$ cat src/design/sli_pkg.sv
`timescale 1ns / 1ps
package sli_pkg;

    localparam int LIST_DEPTH  = 1024;
    localparam int VALUE_WIDTH = 32;
    localparam int ADDR_W      = $clog2(LIST_DEPTH);
    localparam int LEN_W       = ADDR_W + 1;
    localparam int COUNT_W     = 11;
    localparam logic [COUNT_W-1:0] COUNT_MAX = {COUNT_W{1'b1}};

    localparam int OP_W = 2;
    localparam logic [OP_W-1:0] OP_CLEAR  = 2'd0;
    localparam logic [OP_W-1:0] OP_APPEND = 2'd1;
    localparam logic [OP_W-1:0] OP_PROBE  = 2'd2;

    // result tdata: match_value, match_count, zero fill to whole bytes
    localparam int M_TDATA_W = ((VALUE_WIDTH + COUNT_W + 7) / 8) * 8;
    localparam int M_PAD_W   = M_TDATA_W - VALUE_WIDTH - COUNT_W;

    typedef struct packed {
        logic                   en;
        logic [ADDR_W-1:0]      addr;
        logic [VALUE_WIDTH-1:0] data;
    } mem_wr_t;

    typedef struct packed {
        logic                   matched;
        logic [VALUE_WIDTH-1:0] value;
        logic [COUNT_W-1:0]     count;
        logic                   last;
        logic                   ovf;
    } res_t;

endpackage

$ cat src/design/sli_merge_ctrl.sv
`timescale 1ns / 1ps
module sli_merge_ctrl (
    input  logic                            aclk,
    input  logic                            aresetn,
    input  logic                            in_valid,
    output logic                            in_ready,
    input  logic [sli_pkg::OP_W-1:0]        in_op,
    input  logic [sli_pkg::VALUE_WIDTH-1:0] in_value,
    input  logic                            in_last,
    output sli_pkg::mem_wr_t                mem_wr,
    output logic [sli_pkg::ADDR_W-1:0]      mem_rd_addr,
    input  logic [sli_pkg::VALUE_WIDTH-1:0] mem_rd_data,
    output sli_pkg::res_t                   res,
    output logic                            res_valid,
    input  logic                            out_free
);
    import sli_pkg::*;

    localparam logic [1:0] ST_IDLE = 2'd0;
    localparam logic [1:0] ST_CMP  = 2'd1;
    localparam logic [1:0] ST_RD   = 2'd2;
    localparam logic [1:0] ST_OUT  = 2'd3;

    logic [1:0]             state_reg, state_next;
    logic [LEN_W-1:0]       len_reg, len_next;
    logic [LEN_W-1:0]       ptr_reg, ptr_next;
    logic [COUNT_W-1:0]     cnt_reg, cnt_next;
    logic                   ovf_reg, ovf_next;
    logic                   hit_reg, hit_next;
    logic [VALUE_WIDTH-1:0] val_reg, val_next;
    logic                   last_reg, last_next;

    logic [LEN_W-1:0] ptr_inc;
    logic             lt, eq;

    // the one shared comparator
    assign lt = mem_rd_data < val_reg;
    assign eq = mem_rd_data == val_reg;
    assign ptr_inc = ptr_reg + LEN_W'(1);

    assign in_ready    = (state_reg == ST_IDLE);
    assign mem_rd_addr = ptr_reg[ADDR_W-1:0];

    always_comb begin
        state_next = state_reg;
        len_next   = len_reg;
        ptr_next   = ptr_reg;
        cnt_next   = cnt_reg;
        ovf_next   = ovf_reg;
        hit_next   = hit_reg;
        val_next   = val_reg;
        last_next  = last_reg;
        mem_wr     = '{en: 1'b0, addr: len_reg[ADDR_W-1:0], data: in_value};
        case (state_reg)
            ST_IDLE: begin
                if (in_valid) begin
                    case (in_op)
                        OP_CLEAR: begin
                            len_next = '0;
                            ptr_next = '0;
                            cnt_next = '0;
                            ovf_next = 1'b0;
                        end
                        OP_APPEND: begin
                            if (len_reg < LEN_W'(LIST_DEPTH)) begin
                                mem_wr.en = 1'b1;
                                len_next  = len_reg + LEN_W'(1);
                            end else begin
                                ovf_next = 1'b1;
                            end
                        end
                        OP_PROBE: begin
                            val_next  = in_value;
                            last_next = in_last;
                            hit_next  = 1'b0;
                            // read of list[ptr] is already under way
                            state_next = (ptr_reg < len_reg) ? ST_CMP : ST_OUT;
                        end
                        default: ;
                    endcase
                end
            end
            ST_CMP: begin
                if (lt) begin
                    ptr_next   = ptr_inc;
                    state_next = (ptr_inc < len_reg) ? ST_RD : ST_OUT;
                end else if (eq) begin
                    hit_next   = 1'b1;
                    ptr_next   = ptr_inc;
                    if (cnt_reg != COUNT_MAX) begin
                        cnt_next = cnt_reg + COUNT_W'(1);
                    end
                    state_next = ST_OUT;
                end else begin
                    state_next = ST_OUT;
                end
            end
            ST_RD: begin
                state_next = ST_CMP;
            end
            ST_OUT: begin
                if (out_free) begin
                    state_next = ST_IDLE;
                end
            end
            default: state_next = ST_IDLE;
        endcase
    end

    always_ff @(posedge aclk) begin
        if (!aresetn) begin
            state_reg <= ST_IDLE;
            len_reg   <= '0;
            ptr_reg   <= '0;
            cnt_reg   <= '0;
            ovf_reg   <= 1'b0;
        end else begin
            state_reg <= state_next;
            len_reg   <= len_next;
            ptr_reg   <= ptr_next;
            cnt_reg   <= cnt_next;
            ovf_reg   <= ovf_next;
        end
        hit_reg  <= hit_next;
        val_reg  <= val_next;
        last_reg <= last_next;
    end

    assign res_valid = (state_reg == ST_OUT);
    assign res = '{matched: hit_reg,
                   value:   hit_reg ? val_reg : '0,
                   count:   cnt_reg,
                   last:    last_reg,
                   ovf:     ovf_reg};

endmodule

$ cat config.mk
export PLATFORM = sky130hd
export DESIGN_NAME = sli_merge_ctrl
export DESIGN_NICKNAME = d
export VERILOG_FILES = /design/src/design/sli_pkg.sv /design/src/design/sli_merge_ctrl.sv
export SDC_FILE = /design/constraint.sdc
export NUM_CORES = 1
export LEC_CHECK = 0
export ABC_AREA = 1
export BUFFER_PORTS_ARGS = -buffer_cell sky130_fd_sc_hd__buf_2
export CAP_MARGIN = 15
export CORE_MARGIN = 3
export CORE_UTILIZATION = 36
export DETAILED_ROUTE_END_ITERATION = 10
export PLACE_DENSITY = 0.57
export SKIP_CTS_REPAIR_TIMING = 1
export SYNTH_ARGS = -nofsm -noshare
export SYNTH_HDL_FRONTEND = slang
export SYNTH_SLANG_ARGS = --single-unit
$ cat constraint.sdc
create_clock -name aclk -period 2.99 [get_ports aclk]
set_input_delay 0.1495 -clock aclk [delete_from_list [all_inputs] [get_ports aclk]]
set_output_delay 0.1495 -clock aclk [all_outputs]
set_load 0.005 [all_outputs]
# Yosys cells after proc, flatten, opt, wreduce, memory -nomap -nowiden
# Index checks and enable logic that the tools add are counted.
# totals
ff_bits	70
in_bits	71
# classes
eq_ne	17
n_reduce_logical	11
add_sub_neg	3
order_cmp	4
mux	30
# ops
operator	count
2-to-1 mux 11 bit	8
case mux 11 bit (2 select lines)	3
adder 11 x 1 -> 11 bit, second input constant	3
== test 32 bit	1
< comparator 32 bit	1
2-to-1 mux 32 bit	1
< comparator 11 bit	2
!= test 2 bit, second input constant	6
AND reduction 4 bit	3
< comparator 11 bit, second input constant	1
2-to-1 mux 1 bit	11
!= test 11 bit, second input constant	1
2-to-1 mux 2 bit	4
case mux 2 bit (4 select lines)	1
== test 2 bit, second input constant	3
!= test 2 x 1 -> 1 bit, second input constant	3
AND reduction 3 bit	2
AND reduction 6 bit	1
AND reduction 5 bit	1
== test 2 x 1 -> 1 bit, second input constant	2
logical NOT 2 bit	2
case mux 1 bit (2 select lines)	2
nonzero test 2 bit	2
!= test 3 bit, second input constant	1

# Depth between registers and ports, before layout
# logic_depth
ltp_word	5
depth_mapped	20
depth_no_buf	19

# Least setup slack after synthesis
# OpenSTA, ideal clock, no wires.
# synth_path
path_kind	reg2reg
from	register state_reg[1]
to	register last_reg (enable)
arrival_ps	2029
path_stages_with_launch	4
n_path_buf	0
path_slack_ps	537
cell_sequence	dfxtp_1 nor2_4 nand2_4 nor2_1
# synth_between
elab_chain_cells	2
# synth_rtl
item	line	source
start, declared	sli_merge_ctrl.sv:24	logic [1:0] state_reg, state_next;
start signal, assigned	sli_merge_ctrl.sv:118	state_reg <= state_next;
logical NOT 2 bit	--	
named net in_ready	sli_merge_ctrl.sv:6	output logic in_ready,
AND reduction 3 bit (no line)	--	
end signal, assigned	sli_merge_ctrl.sv:126	last_reg <= last_next;
end, declared	sli_merge_ctrl.sv:31	logic last_reg, last_next;
# The timed path passes the listed nets, and every way through them passes these cells.
# A chain may end at the register's enable or synchronous reset.

# Worst setup path in the final report
# layout_path
from	register ptr_reg[0]
to	register state_reg[0]
# layout_between
elab_chain_cells	5
# layout_rtl
item	line	source
start, declared	sli_merge_ctrl.sv:26	logic [LEN_W-1:0] ptr_reg, ptr_next;
start signal, assigned	sli_merge_ctrl.sv:120	ptr_reg <= ptr_next;
adder 11 x 1 -> 11 bit	sli_merge_ctrl.sv:39	assign ptr_inc = ptr_reg + LEN_W'(1);
< comparator 11 bit	sli_merge_ctrl.sv:86	state_next = (ptr_inc < len_reg) ? ST_RD : ST_OUT;
2-to-1 mux 1 bit	sli_merge_ctrl.sv:86	
2-to-1 mux 1 bit	sli_merge_ctrl.sv:84	if (lt) begin
case mux 2 bit (4 select lines)	sli_merge_ctrl.sv:54	case (state_reg)
# Every way passes these cells.

==> summary.txt <==
Cells and area
  • Layout Area Growth over Synthesis: 22.5%
  • Max FFs per register: 32
  • Fillers: 1,362
  • Post-route cell area: slightly above 0.006 mm²
  • Final #Nets: approximately 940
  • Most frequent cells in the layout: buf_2 (171), nand2_1 (156), inv_1 (114)
  • Final core utilization: 45.9%
  • Area occupied by multi-input gates: 0.00242 mm²
  • Register Area: 0.00174 mm²
  • Most common library cell in the layout ignoring fill and taps: buf_2
  • Share of layout cells above drive strength 1: 25.9%
  • Antenna cells: 0

Timing
  • Post-route minimum period: 2.47 ns
  • Pins Over Slew Limit: 0
  • Worst slew margin: around half
  • Unrepaired setup endpoints after global routing: false
  • Setup_tns: 0 ns
  • Peak Freq: a little over 400 MHz
  • Slew at the pin closest to its max-slew limit: 0.714 ns
  • Final Skew: approximately 0.0067 ns
  • Hold Slack: 0.0120 ns
  • Fin crit share: 82.7%
  • Final setup vio count: 0
  • Final Hold Violating Endpoints: 0

Floorplan
  • Die Area: 0.0155 mm²
  • Top Ports: approximately 170
  • Die height: approximately 120 µm
  • Site Rows: 42
  • Die X: 125 µm
  • Core ar.: 0.0135 mm²
  • Initial Utilization: 37.5%

Placement
  • Port Buffers: ~170
  • Final HPWL DP: a little over 10,000 µm
  • Dpl cell area: 0.00571 mm²
  • Final Wtd Congestion: between 0.8 and 0.9

Setup path
  • Data required, critical path: 3.20 ns
  • CP endpoint: state_reg[0]
  • Critical Path Start Type: flop
  • Worst Setup SP: ptr_reg[0]
  • Critical Path Sink Type: flop
  • R2R depth: 11
  • Worst path max stage delay: between 0.4 and 0.5 ns
  • Critical-path cell list: ha_1, nor3b_1, nand3_1, xnor2_1, ha_1, nand2_1, nor2_1, a2111oi_0, nand4_1, nand3_1, a21oi_1
  • Flop-to-flop setup slack: about 0.52 ns
  • Reg-to-Reg Start: ptr_reg[0]
  • Critical path peak fanout: 7
  • Arrival time worst endpoint: 2.68 ns
  • WS Path Type: flop to flop
  • R2r endpoint: state_reg[0]
  • Critical path's slowest cell: dfxtp_1

Min path
  • Hold Crit Class: input port to flop

Logic synthesis
  • Synth cell types: 38
  • Avg Cell Area, Syn: 7.55 µm²
  • Mapped Cells: 671
  • Main synth FF type: dfxtp_1
  • Yosys top cell area share: 20.2%
  • Seq cells post-synth: 70
  • Post-synth EDFFs: 34
  • Syn nets: 798
  • Biggest area consumer among synthesized cells: edfxtp_1
  • YS warnings: 0
  • Async SR Flop Fraction: 0%
  • Synthesized cell area: 0.00506 mm²
  • Sequential area share after synthesis: 34.4%
  • Synth area leaders: edfxtp_1 (20%), dfxtp_1 (14%), ha_1 (14%)

Power and ir drop
  • Power per cell area: 643 mW/mm²
  • Static Leakage: 3.34 nW
  • Worst IR Drop VDD: 0.463 mV

Drt
  • Routed wire per std cell: 13.0 µm
  • DR pass1 iterations: 4
  • DR vias/cell: around 4.5
  • Drt drc: 0
  • DRT antenna net count: 0
  • Initial DRC count: ~220
  • Vias: 4,460
  • DRT Wirelength: 12,900 µm

Clock network
  • Clock insertion delay at the later pin of the skew report: between 0.3 and 0.4 ns
  • CTS tree: built
  • Clock sink total: 70
  • H-tree depth: 3
  • Clock-pin slew on the worst setup and hold paths: 0.06 ns
  • Root Driver: clkbuf_16
  • Num CTS Buffers: 9
  • Clock Path Buffers: 2

Outcome
  • Status: finished, final reports clean

Global routing
  • Largest net degree at the start of global routing: 34
  • Antenna violations before repair: 0
  • Overall Global Routing Usage: 16.3%
  • Vias in the first global route: 4,253
  • Grt ovf: 0
  • First-pass GRT wire length: 20,700 µm

Job
  • Max-cap violation count: 0
-- synth_stat cells (2+ instances only) --
cell and instances:
edfxtp_1 34, nand3_1 21, a21oi_1 42, o21ai_0 11, xor2_1 6, nand3_2 2, a21oi_2 2, nor2_2 2
buf_6 2, nand2_2 5, a211oi_1 3, nor3b_1 2, inv_2 4, o21a_1 4, dfxtp_1 36, nand4_1 14
nor4_1 2, buf_4 55, ha_1 56, nor3_1 4, nor2_1 70, buf_2 2, inv_1 114, nor2_4 3
nand2_1 156, clkbuf_1 4, nand2_4 2, a21o_1 3
-- stage by stage --
| step | setup slack, ns | power [mW] | std cells |
|---|---|---|---|
| finish | 0.516 | 3.99 | 995 |
| global route | 0.280 | 4.38 | 995 |
| CTS | 0.527 | 4.05 | 974 |
| detailed placement | 0.580 | 2.98 | 958 |
| global placement | 0.616 | 2.97 | 958 |
| floorplan | 0.537 | 2.49 | 671 |
-- per-layer routing --
metal	up-vias	part of all wire (%)	wire, µm	GRT usage, %
met5	-	0	0	0
met4	0	0.97	125	4.13
met3	11	5.4	702	4.76
met2	119	49	6330	28.8
met1	1967	44	5740	19.3
li1	2363	-	-	-
-- report_power, final --
part,switching (mW),internal (mW),total (mW),leakage (nW)
combinational,0.981,0.663,1.64,2.60
sequential,0.144,1.16,1.30,0.604
clock,0.398,0.644,1.04,0.137
-- area by class of cell --
cell class	count	share of cell area, %
Clock buffer	12	3.81
Multi-Input combinational cell	419	39.0
Timing Repair Buffer	195	17.5
Tap cell	176	3.55
Clock inverter	4	0.766
Inverter	119	7.20
Sequential cell	70	28.1
-- cell families (layout without fill, tap and decap cells) --
family,Yosys count,in the layout,share of synthesized area (%)
simple gates,287,287,24.9
buf+inv,182,330,17.9
flops,70,70,34.4
compound gates,69,69,7.71
fa+ha+maj,56,56,13.8
xor+xnor,7,7,1.21
-- worst min path at each step --
stage / to / startpoint / cells past startpoint
2_1_floorplan: last_reg / in_last / 0
3_3_place_gp: last_reg / in_last / 1
3_5_place_dp: last_reg / in_last / 1
4_1_cts: last_reg / in_last / 1
5_1_grt: val_reg[14] / in_value[14] / 1
6_report: val_reg[14] / in_value[14] / 1
-- critical path, delay by kind of cell (launching register included) --
family / cells / cell delay [ns]
flops: 1 / 0.45
compound gates: 2 / 0.38
fa+ha+maj: 2 / 0.46
xor+xnor: 1 / 0.22
simple gates: 6 / 0.84
(Power assumes the default switching activity.)
